[src/hdl/tet_fast_squared_aspect_ratio_macros.svh]
// Assertion helpers for the quality block.
`ifndef TET_FAST_SQUARED_ASPECT_RATIO_MACROS_SVH
`define TET_FAST_SQUARED_ASPECT_RATIO_MACROS_SVH

`ifndef SYNTHESIS
`define TFSAR_ASSERT_IMPL(name, clk, rstn, ante, cons) \
    name: assert property (@(posedge clk) disable iff (!rstn) (ante) |-> (cons)) \
        else $error("tfsar check failed");
`define TFSAR_ASSERT_NEXT(name, clk, rstn, ante, cons) \
    name: assert property (@(posedge clk) disable iff (!rstn) (ante) |=> (cons)) \
        else $error("tfsar check failed");
`else
`define TFSAR_ASSERT_IMPL(name, clk, rstn, ante, cons)
`define TFSAR_ASSERT_NEXT(name, clk, rstn, ante, cons)
`endif

`endif

[src/hdl/tfsar_pkg.sv]
`timescale 1ns / 1ps
package tfsar_pkg;

    localparam int FIELD_W        = 16;
    localparam int MAX_COORD_BITS = 24;
    localparam int Q_BITS         = 32;
    localparam int DIGIT_W        = 16;
    localparam int QUEUE_DEPTH    = 4;

    typedef struct packed {
        logic signed [FIELD_W-1:0] ax;
        logic signed [FIELD_W-1:0] ay;
        logic signed [FIELD_W-1:0] az;
        logic signed [FIELD_W-1:0] bx;
        logic signed [FIELD_W-1:0] by;
        logic signed [FIELD_W-1:0] bz;
        logic signed [FIELD_W-1:0] cx;
        logic signed [FIELD_W-1:0] cy;
        logic signed [FIELD_W-1:0] cz;
        logic signed [FIELD_W-1:0] dx;
        logic signed [FIELD_W-1:0] dy;
        logic signed [FIELD_W-1:0] dz;
    } in_item_t;

    typedef struct packed {
        logic [Q_BITS-1:0] quality;
        logic              inverted;
    } out_item_t;

endpackage

[src/hdl/tfsar_queue.sv]
`timescale 1ns / 1ps
`include "tet_fast_squared_aspect_ratio_macros.svh"
module tfsar_queue #(
    parameter int W = 8
) (
    input  logic         aclk,
    input  logic         aresetn,
    input  logic         in_valid,
    output logic         in_ready,
    input  logic [W-1:0] in_data,
    output logic         out_valid,
    input  logic         out_ready,
    output logic [W-1:0] out_data
);

    localparam int DEPTH = tfsar_pkg::QUEUE_DEPTH;
    localparam int AWD   = $clog2(DEPTH);
    localparam int CW    = $clog2(DEPTH + 1);

    logic [W-1:0]   mem_reg [DEPTH];
    logic [AWD-1:0] wr_ptr_reg;
    logic [AWD-1:0] rd_ptr_reg;
    logic [CW-1:0]  cnt_reg;
    logic [AWD-1:0] wr_ptr_next;
    logic [AWD-1:0] rd_ptr_next;
    logic [CW-1:0]  cnt_next;
    logic           push;
    logic           pop;

    assign out_valid = (cnt_reg != '0);
    assign pop       = out_valid && out_ready;
    assign in_ready  = (cnt_reg != CW'(DEPTH)) || pop;
    assign push      = in_valid && in_ready;
    assign out_data  = mem_reg[rd_ptr_reg];

    always_comb begin
        wr_ptr_next = wr_ptr_reg;
        rd_ptr_next = rd_ptr_reg;
        cnt_next    = cnt_reg;
        if (push) begin
            wr_ptr_next = (wr_ptr_reg == AWD'(DEPTH-1)) ? '0 : wr_ptr_reg + 1'b1;
        end
        if (pop) begin
            rd_ptr_next = (rd_ptr_reg == AWD'(DEPTH-1)) ? '0 : rd_ptr_reg + 1'b1;
        end
        if (push && !pop) begin
            cnt_next = cnt_reg + 1'b1;
        end else if (pop && !push) begin
            cnt_next = cnt_reg - 1'b1;
        end
    end

    always_ff @(posedge aclk) begin
        if (!aresetn) begin
            wr_ptr_reg <= '0;
            rd_ptr_reg <= '0;
            cnt_reg    <= '0;
        end else begin
            wr_ptr_reg <= wr_ptr_next;
            rd_ptr_reg <= rd_ptr_next;
            cnt_reg    <= cnt_next;
        end
    end

    always_ff @(posedge aclk) begin
        if (push) begin
            mem_reg[wr_ptr_reg] <= in_data;
        end
    end

    `TFSAR_ASSERT_NEXT(a_fill_count, aclk, aresetn, push && !pop, cnt_reg == $past(cnt_reg) + 1'b1)
    `TFSAR_ASSERT_IMPL(a_full_stall, aclk, aresetn, (cnt_reg == CW'(DEPTH)) && !out_ready, !in_ready)

endmodule

[config.mk]
export PLATFORM = sky130hd
export DESIGN_NAME = tfsar_queue
export DESIGN_NICKNAME = d
export VERILOG_FILES = /design/src/hdl/tfsar_pkg.sv /design/src/hdl/tfsar_queue.sv
export VERILOG_INCLUDE_DIRS = /design/src /design/src/hdl
export SDC_FILE = /design/constraint.sdc
export NUM_CORES = 1
export LEC_CHECK = 0
export BUFFER_PORTS_ARGS = -buffer_cell sky130_fd_sc_hd__buf_2
export CAP_MARGIN = 0
export CORE_MARGIN = 4
export CORE_UTILIZATION = 60
export DETAILED_ROUTE_END_ITERATION = 10
export HOLD_SLACK_MARGIN = 0.15
export PLACE_DENSITY = 0.85
export REMOVE_ABC_BUFFERS = 1
export SLEW_MARGIN = 20
export SYNTH_ARGS = -nofsm -noshare
export SYNTH_HDL_FRONTEND = slang
export SYNTH_SLANG_ARGS = --single-unit
[constraint.sdc]
create_clock -name aclk -period 4.5 [get_ports aclk]
set_input_delay 0.45 -clock aclk [delete_from_list [all_inputs] [get_ports aclk]]
set_output_delay 0.45 -clock aclk [all_outputs]
set_load 0.1 [all_outputs]
* Word-level counts from Yosys, hierarchy flattened
Memory sizes are Yosys's and may differ from the RTL's. A register that Yosys moved wholly into a read port is not among the register bits.
Index checks and enable logic that the tools add are counted.
** Word-level totals
- Memory bits (writable) :: 32
- Input port bits :: 12
- Flip-flop bits (word level) :: 7
- Memories kept :: 1
- Word-level logic and storage cells :: 28
- Output and inout port bits :: 10
** Memories
- mem_reg :: words 4, width 8, rd ports 1, clocked after Yosys merged registers in 1, wr ports 1, line tfsar_queue.sv:20 : logic [W-1:0] mem_reg [DEPTH];
** Cells by class
- Reductions and logical operators :: 9
- Eq/ne operators :: 3
- $add $sub $neg :: 4
- Muxes and demuxes :: 8
** Operator list (count)
- 2-to-1 mux 2 bit :: 4
- 2-to-1 mux 3 bit :: 2
- adder 2 x 1 -> 2 bit, second input constant :: 2
- equality test 2 bit, second input constant :: 2
- logical AND 1 bit :: 4
- adder 3 x 1 -> 3 bit, second input constant :: 1
- inequality test 3 bit, second input constant :: 1
- nonzero test 3 bit :: 1
- subtractor 3 x 1 -> 3 bit, second input constant :: 1
- logical NOT 1 bit :: 2
- 2-to-1 mux 1 bit :: 2
- nonzero test 2 bit :: 1
- logical OR 1 bit :: 1

* Longest topological paths before layout
Gate-level depths: netlist of the first run.
- Word-level depth :: 8
- Gate-level depth with buffers :: 9
- Gate-level depth less buffers :: 8

* Worst setup path before layout of the first run
OpenSTA, ideal clock, no wires.
- Path type :: input to register
- From :: input out_ready
- To :: register cnt_reg[2]
- Arrival :: 2.236 ns
- Required time :: 4.424 ns
- Cell stages on the path :: 9
- Library setup time :: 0.076 ns
- Setup slack :: 2.189 ns
- Buffers on the path :: 1
- Path through :: or4b_4 buf_6 and2_4 ha_1 inv_1 fa_1 xor2_1 or3_1 a21boi_0
** Between the ends
- Word-level cells in the longest chain between the ends :: 6
- Elaborated cells on any way between the ends :: 9
- Those cells by class :: mux: 1; reduce/logical: 8
** Ends and longest elaborated chain
- from (decl) :: line tfsar_queue.sv:12 : input logic out_ready,
- logical AND 1 bit * :: line tfsar_queue.sv:31 : assign pop = out_valid && out_ready;
- logical OR 1 bit * :: line tfsar_queue.sv:32 : assign in_ready = (cnt_reg != CW'(DEPTH)) || pop;
- named net in_ready :: line tfsar_queue.sv:9 : output logic in_ready,
- logical AND 1 bit * :: line tfsar_queue.sv:33 : assign push = in_valid && in_ready;
- named net push :: line tfsar_queue.sv:27 : logic push;
- logical NOT 1 bit :: line tfsar_queue.sv:48 : end else if (pop && !push) begin
- logical AND 1 bit :: line tfsar_queue.sv:48
- nonzero test 2 bit (no line)
- to (signal assigned) :: line tfsar_queue.sv:61 : cnt_reg <= cnt_next;
- to (decl) :: line tfsar_queue.sv:23 : logic [CW-1:0] cnt_reg;
The timed path passes the listed nets; every way through them passes the cells marked *.
A chain may end at the register's enable or synchronous reset.

==> flow_summary.json, run 1 <==
{
  "status": "finished clean",
  "grt_max_degree": 13,
  "grt_pass1_wl_um": 4040,
  "synth.area.mux_share_pct": 12.2,
  "track_usage_pct": 16.6,
  "cts_max_level": 2,
  "worstMarginPinSlew_ps": 569,
  "synth_simple_gate_area_share_pct": 7.16,
  "p_leak_nw": 0.683,
  "clkSinkCount": 41,
  "ant_nets": 0,
  "ios": 22,
  "core_um2": 2540,
  "synthAdderAreaFrac_pct": 5.79,
  "critPathSlowestCell": "dfxtp_1",
  "cp_max_fo": 8,
  "power.density_nw_per_um2": 676,
  "overflow": 0,
  "gp_congestion": 0.716,
  "vdd_drop_max_uv": 513,
  "hold_path_end": "mem_reg[3][2]$_DFFE_PP_",
  "seq_area_frac_synth_pct": 69.5,
  "ctsResizeCount": 0,
  "wl_per_cell_um": 17.1,
  "hp-start": "in_data[2]",
  "largest_reg_flops": 32,
  "max_stage_delay_ps": 670,
  "synth_top_family_by_area": "multiplexers",
  "crit_arrival_ps": 1870,
  "dpl.hpwl_um": 1710,
  "crit_type": "reg -> out",
  "setup-tns-final_ps": 0,
  "drv_slew": 0,
  "rsz0062_at_grt": "no",
  "io_buffers": 21,
  "drtIter0Drc": 28,
  "synth-compound-area-share_pct": 2.13,
  "start_util_pct": 64.5,
  "syn_area_um2": 1640,
  "drc": 0,
  "fp.dieH_um": 60.3,
  "start_kind": "register",
  "r2r_slack_ps": 2180,
  "numCtsBuffers": 5,
  "fmax_ghz": 0.430,
  "clk_latency_ps": 340,
  "synthCells": 93,
  "yosysTopAreaCell": "edfxtp_1",
  "maxSlewHeadroom_pct": 61.7,
  "r2r_end": "cnt_reg[2]$_SDFFE_PN0P_",
  "final.period_utilization_pct": 51.7,
  "dieArea_um2": 3640,
  "grt_pass1_vias": 894,
  "cts_tree": "built",
  "drive_gt1_share_pct": 33.9,
  "rr_startpoint": "cnt_reg[0]$_SDFFE_PN0P_",
  "finalHoldViolCount": 0,
  "nets": 136,
  "cp.required_ps": 4050,
  "cts_hold_buf": 0,
  "synth_area_per_cell_um2": 17.7,
  "insertedDiodeCount": 0,
  "fin_skew_ps": 10.1,
  "endpoint_kind": "output pin",
  "crit_chain": "mux4_2 -> buf_2",
  "clk_pin_slew_ps": 100,
  "ys.warnings.count": 0,
  "die_w_um": 60.3,
  "postCtsSetupBuffers": 0,
  "clk_path_buf_depth": 2,
  "clockRootBuffer": "clkbuf_4",
  "cap_violations": 0,
  "synthTopCellsByArea": "edfxtp_1 (59%), dfxtp_1 (11%), mux4_2 (11%)",
  "routed_wl_um": 2530,
  "antenna_found_initial": 0,
  "min_path_type": "in -> reg",
  "synthXorXnorAreaFrac_pct": 1.07,
  "first_pass_iters": 4,
  "synth.distinct_cells": 29,
  "hold-path-cell-count": 1,
  "synth_top_area_share_pct": 58.5,
  "rows": 18,
  "period_needed_ps": 2320,
  "vias": 834,
  "final_util_pct": 72.5,
  "vias_per_cell": 5.64,
  "ys_ff_latch": 41,
  "setup_viol": 0,
  "area_growth_pct": 12.4,
  "rr_worst_depth": 7
}
==> where the power goes <==
group / internal, mW / switching (mW) / total [mW]
Sequential: 0.458 / 0.0497 / 0.508
Combinational: 0.129 / 0.367 / 0.496
Clock: 0.133 / 0.111 / 0.243
Total: 0.719 / 0.528 / 1.25
==> cell usage in the layout, fill, tap and decap left out, types with 2 or more instances in the layout <==
cell and count:
edfxtp_1 32, buf_2 21, dfxtp_1 9, mux4_2 8, ha_1 6, nand2_1 5, clkbuf_4 5, inv_1 3
and3_1 3, o21ai_0 3, nor2_1 2, nand3_1 2, mux2i_1 2
==> metal layers <==
layer | routed length, µm | track usage (%) | up-vias
met5 | 0 | 0 | -
met4 | 57 | 8.54 | 0
met3 | 135 | 6.48 | 5
met2 | 1330 | 26.9 | 17
met1 | 1010 | 19.1 | 412
li1 | - | - | 400
==> critical path, delay by kind of cell, from the launching register on <==
| family | cells | cell delay, ps |
|---|---|---|
| mux | 1 | 570 |
| flops | 1 | 670 |
| buf+inv | 1 | 310 |
==> cells in the mapped netlist <==
master / number
nand2_1: 5
inv_1: 3
xnor2_1: 1
or4b_4: 1
buf_6: 1
nor2_1: 2
and2_1: 1
a21boi_0: 1
ha_1: 6
buf_2: 1
mux2i_1: 2
o31ai_1: 1
o21ai_0: 3
xor2_1: 1
nand3_1: 2
mux4_2: 8
nand4_1: 1
and2_4: 1
edfxtp_1: 32
clkbuf_1: 1
or3_1: 1
buf_1: 1
or3_2: 1
o21ai_1: 1
and3_1: 3
fa_1: 1
and3_2: 1
dfxtp_1: 9
nor2b_1: 1
==> per-stage QoR <==
stage	instances	hold WS, ps	setup slack [ps]	total power, mW	cell area [µm²]
global route	148	300	2000	1.30	1850
floorplan	89	468	2130	0.935	1620
detailed placement	140	490	2150	1.02	1760
CTS	148	308	2110	1.26	1850
global placement	140	488	2230	1.00	1760
finish	148	326	2180	1.25	1850
==> logic make-up (layout without fill, tap and decap cells) <==
| kind of cell | count (synthesis) | after routing |
|---|---|---|
| multiplexers | 10 | 10 |
| AO/OA/AOI/OAI | 6 | 6 |
| buffers and inverters | 7 | 32 |
| XOR/XNOR | 2 | 2 |
| AND/OR/NAND/NOR | 20 | 20 |
| flip-flops | 41 | 41 |
| adder cells (fa/ha/maj) | 7 | 7 |
==> final cells by class <==
type	count	area [µm²]
Sequential cell	41	1140
Multi-Input combinational cell	45	465
Fill cell	166	699
Inverter	3	11.3
Clock buffer	7	55.1
Clock inverter	1	30.0
Timing Repair Buffer	21	105
Tap cell	30	37.5
==> worst max-delay path by stage <==
stage | start | to | cells past startpoint
2_1_floorplan | out_ready | cnt_reg[2]$_SDFFE_PN0P_ | 8
3_3_place_gp | out_ready | cnt_reg[2]$_SDFFE_PN0P_ | 9
3_5_place_dp | out_ready | cnt_reg[2]$_SDFFE_PN0P_ | 9
4_1_cts | register | out_data[7] | 2
5_1_grt | cnt_reg[0]$_SDFFE_PN0P_ | cnt_reg[2]$_SDFFE_PN0P_ | 7
6_report | register | out_data[7] | 2
Note: power is estimated with default switching activity, not from simulation.
==> run 2, diff against run 1 <==
--- a/config.mk
+++ b/config.mk
@@ -6,13 +6,14 @@
 export SDC_FILE = /design/constraint.sdc
 export NUM_CORES = 1
 export LEC_CHECK = 0
+export ABC_AREA = 1
 export BUFFER_PORTS_ARGS = -buffer_cell sky130_fd_sc_hd__buf_2
 export CAP_MARGIN = 0
 export CORE_MARGIN = 4
-export CORE_UTILIZATION = 60
+export CORE_UTILIZATION = 56
 export DETAILED_ROUTE_END_ITERATION = 10
 export HOLD_SLACK_MARGIN = 0.15
-export PLACE_DENSITY = 0.85
+export PLACE_DENSITY = 0.8
 export REMOVE_ABC_BUFFERS = 1
 export SLEW_MARGIN = 20
 export SYNTH_ARGS = -nofsm -noshare
==> constraint.sdc (replaced) <==
create_clock -name aclk -period 2.4 [get_ports aclk]
set_input_delay 0.24 -clock aclk [delete_from_list [all_inputs] [get_ports aclk]]
set_output_delay 0.24 -clock aclk [all_outputs]
set_load 0.1 [all_outputs]
==> flow_summary.json, run 2 <==
{
  "synthTopCellsByArea": "edfxtp_1 (57%), dfxtp_1 (11%), nor2_1 (6.6%)",
  "crit_arrival_ps": 1940,
  "clockRootBuffer": "clkbuf_4",
  "clk_latency_ps": 340,
  "cp.required_ps": 2160,
  "synth.distinct_cells": 18,
  "fp.dieH_um": 63.1,
  "worstMarginPinSlew_ps": 565,
  "synth_area_per_cell_um2": 11.5,
  "synthArstFlopShare_pct": 0,
  "endpoint_kind": "output pin",
  "fin_skew_ps": 14.4,
  "core_um2": 2830,
  "drv_slew": 0,
  "status": "finished clean",
  "finalWorstSetupSlack_ps": 225,
  "cp_max_fo": 17,
  "synth_common_cells": "edfxtp_1 (32), nor2_1 (30), inv_1 (17)",
  "min_path_type": "in -> reg",
  "nets": 205,
  "dieArea_um2": 3980,
  "ys.warnings.count": 0,
  "critPathSlowestCell": "dfxtp_1",
  "r2r_slack_ps": 410,
  "vias_per_cell": 5.26,
  "path_buf_inv": 2,
  "postCtsSetupBuffers": 0,
  "final.period_utilization_pct": 90.6,
  "n_fill_cell": 199,
  "antenna_found_initial": 0,
  "grt_pass1_vias": 1145,
  "syn_area_um2": 1700,
  "vias": 1146,
  "seq_area_frac_synth_pct": 67.2,
  "gp_congestion": 0.724,
  "dpl.hpwl_um": 2110,
  "synthCells": 148,
  "ys_ff_latch": 41,
  "synth_edf_count": 32,
  "final_cells": 218,
  "clkSinkCount": 41,
  "rsz0062_at_grt": "no",
  "cts_tree": "built",
  "numCtsBuffers": 5,
  "rows": 19,
  "io_buffers": 21,
  "drive_gt1_share_pct": 20.9,
  "cap_violations": 0,
  "multi_input_area_um2": 467,
  "period_needed_ps": 2180,
  "ant_nets": 0,
  "cts_max_level": 2,
  "finalHoldViolCount": 0,
  "final_cell_mix": "edfxtp_1 (32), nor2_1 (30), buf_2 (21), inv_1 (17), o21ai_0 (14)",
  "maxSlewHeadroom_pct": 62.3,
  "crit_chain": "inv_2 -> o21ai_0 -> o22ai_1 -> buf_2",
  "yosysMostFrequentCell": "edfxtp_1",
  "synth_top_area_share_pct": 56.6,
  "dp.cells": 202,
  "setup_viol": 0,
  "routed_wl_um": 2930,
  "fmax_ghz": 0.460,
  "ctsResizeCount": 0,
  "overflow": 0,
  "drc": 0,
  "start_kind": "register",
  "dp_slack_ps": 420,
  "largest_reg_flops": 32,
  "die_w_um": 63.1,
  "max_stage_delay_ps": 500,
  "clk_path_buf_depth": 2,
  "ys.flop_type": "edfxtp_1",
  "insertedDiodeCount": 0,
  "start_util_pct": 60.0,
  "clk_pin_slew_ps": 110,
  "cp_top_family": "buffers and inverters",
  "ios": 22,
  "cts_hold_buf": 8,
  "grt_max_degree": 18,
  "area_growth_pct": 16.7,
  "drtIter0Drc": 30,
  "crit_type": "reg -> out",
  "wl_per_cell_um": 13.4,
  "track_usage_pct": 16.7,
  "layout_commonest_cell": "edfxtp_1",
  "first_pass_iters": 4,
  "grt_pass1_wl_um": 4970,
  "yosysTopAreaCell": "edfxtp_1",
  "regArea_um2": 1140
}
[run 2: final cells by class]
| type | count | share of cell area, % |
|---|---|---|
| multi-input combinational | 87 | 23.6 |
| tap | 31 | 1.96 |
| clock buffer | 6 | 2.08 |
| clock inverter | 2 | 0.505 |
| inverter | 18 | 3.41 |
| timing repair buffer | 33 | 10.9 |
| sequential | 41 | 57.6 |
[run 2: path summary, 6_finish.rpt]
path / startpoint / end / cells past startpoint
worst min register to register: rd_ptr_reg[0]$_SDFFE_PN0N_ / rd_ptr_reg[0]$_SDFFE_PN0N_ / 2
worst max-delay path: register / out_data[7] / 4
worst min-delay path: aresetn / wr_ptr_reg[1]$_SDFFE_PN0P_ / 3
worst max register to register: cnt_reg[1]$_SDFFE_PN0P_ / cnt_reg[1]$_SDFFE_PN0P_ / 9
[run 2: cells by family (layout without fill, tap and decap cells)]
| group | after synthesis | in the layout | synth area share, % |
|---|---|---|---|
| AOI/OAI and AO/OA | 30 | 30 | 9.88 |
| buffers and inverters | 20 | 59 | 5.31 |
| adders and majority gates | 7 | 7 | 5.60 |
| DFF | 41 | 41 | 67.2 |
| and+or+nand+nor | 50 | 50 | 12.0 |
[run 2: layer usage]
metal  part of all wire, %  track usage, %
met1                    37            16.6
met2                    57            31.8
met3                   4.6            4.44
met4                  0.92            7.44
met5                     0               0
[run 2: tightest hold or removal path: stages]
cell and delay, ps:
buf_2 140, nand2_1 70, nor2_1 30
[run 2: through the flow]
stage / setup TNS (ps) / hold WS (ps) / instance area (µm²) / util, %
finish: 0 / 183 / 1980 / 70.0
detailed placement: 0 / 454 / 1850 / 65.4
CTS: 0 / 175 / 1980 / 70.0
global route: 0 / 175 / 1980 / 70.0
global placement: 0 / 448 / 1850 / 65.4
floorplan: -387 / 339 / 1680 / -
Power of run 2 is left out: the tool's default activity adds up to more than one toggle a clock period on the data nets, which glitch-free logic cannot reach.
==> run 3, diff against run 2 <==
--- a/config.mk
+++ b/config.mk
@@ -9,6 +9,7 @@
 export ABC_AREA = 1
 export BUFFER_PORTS_ARGS = -buffer_cell sky130_fd_sc_hd__buf_2
 export CAP_MARGIN = 0
+export CORE_ASPECT_RATIO = 0.7
 export CORE_MARGIN = 4
 export CORE_UTILIZATION = 56
 export DETAILED_ROUTE_END_ITERATION = 10
==> flow_summary.json, run 3 (same netlist as run 2, synthesis figures left out) <==
{
  "final_cell_mix": "edfxtp_1 (32), nor2_1 (30), buf_2 (21), inv_1 (17), o21ai_0 (14)",
  "rows": 16,
  "finalWorstSetupSlack_ps": 211,
  "dp.cells": 207,
  "crit_type": "reg -> out",
  "cts_max_level": 2,
  "fin_skew_ps": 3.92,
  "ios": 22,
  "design_area_um2": 1960,
  "crit_arrival_ps": 1950,
  "rsz0062_at_grt": "no",
  "clk_path_buf_depth": 2,
  "final.period_utilization_pct": 91.2,
  "clk_latency_ps": 280,
  "maxSlewHeadroom_pct": 61.5,
  "core_um2": 2840,
  "overflow": 0,
  "start_util_pct": 59.7,
  "worstMarginPinSlew_ps": 577,
  "path_buf_inv": 2,
  "fmax_ghz": 0.457,
  "final_cells": 215,
  "gp_congestion": 0.752,
  "endpoint_kind": "output pin",
  "clockRootBuffer": "clkbuf_8",
  "drive_gt1_share_pct": 21.2,
  "fp.dieH_um": 54.1,
  "drtIter0Drc": 72,
  "period_needed_ps": 2190,
  "numCtsBuffers": 5,
  "dieArea_um2": 3990,
  "wl_per_cell_um": 14.3,
  "finalHoldViolCount": 0,
  "crit_chain": "inv_2 -> o21ai_0 -> o22ai_1 -> buf_2",
  "critPathSlowestCell": "dfxtp_1",
  "dpl.hpwl_um": 2090,
  "cp_max_fo": 17,
  "cp.required_ps": 2160,
  "nets": 197,
  "drc": 0,
  "vias": 1115,
  "area_growth_pct": 15.5,
  "insertedDiodeCount": 0,
  "start_kind": "register",
  "largest_reg_flops": 32,
  "grt_pass1_vias": 1094,
  "cts_hold_buf": 0,
  "cp_top_family": "flip-flops",
  "vias_per_cell": 5.19,
  "io_buffers": 21,
  "grt_pass1_wl_um": 5110,
  "placed_area_um2": 1860,
  "ant_nets": 0,
  "setup_viol": 0,
  "max_stage_delay_ps": 690,
  "cap_violations": 0,
  "min_path_type": "in -> reg",
  "final_util_pct": 69.0,
  "postCtsSetupBuffers": 0,
  "track_usage_pct": 18.0,
  "layout_commonest_cell": "edfxtp_1",
  "ctsResizeCount": 0,
  "drv_slew": 0,
  "clkSinkCount": 41,
  "die_w_um": 73.8,
  "grt_max_degree": 18,
  "antenna_found_initial": 0,
  "clk_pin_slew_ps": 70,
  "routed_wl_um": 3080,
  "dp_slack_ps": 442,
  "first_pass_iters": 4,
  "status": "finished clean",
  "cts_tree": "built"
}
==> run 3: worst reg2reg max path, cell delays in order (launching register included) <==
cell and delay [ps]:
dfxtp_1 350, nor2_1 220, nand2_2 140, nand2_1 160, inv_1 70, ha_1 220, inv_1 100, fa_1 410
o21ai_0 190, nor2_1 50
==> run 3: layout make-up <==
type | count | area, µm²
well taps | 36 | 45.0
inverters | 18 | 67.6
flip-flops and latches | 41 | 1140
clock buffers | 6 | 72.6
repair buffers | 25 | 135
fillers | 206 | 881
multi-input cells | 87 | 467
clock inverters | 2 | 33.8
==> run 3: stage by stage <==
stage / hold WS [ps] / setup TNS, ps
finish: 172 / 0
global route: 166 / 0
CTS: 165 / 0
detailed placement: 457 / 0
global placement: 450 / 0
floorplan: 339 / -387
==> run 3: layer usage <==
layer	vias to the layer above	track usage [%]	wire length (µm)
met5	-	0	0
met4	0	8.43	62
met3	6	4.85	133
met2	27	29.9	1510
met1	518	22.2	1380
li1	564	-	-
==> run 3: final timing paths <==
kind / startpoint / to / slack [ps] / cells after the start
setup / recovery: register / out_data[4] / 210 / 4
hold / removal: in_data[0] / mem_reg[0][0]$_DFFE_PP_ / 170 / 1
setup reg to reg: cnt_reg[1]$_SDFFE_PN0P_ / cnt_reg[1]$_SDFFE_PN0P_ / 380 / 9
hold reg to reg: cnt_reg[0]$_SDFFE_PN0P_ / cnt_reg[0]$_SDFFE_PN0P_ / 510 / 2
Power of run 3 is left out for the same reason.
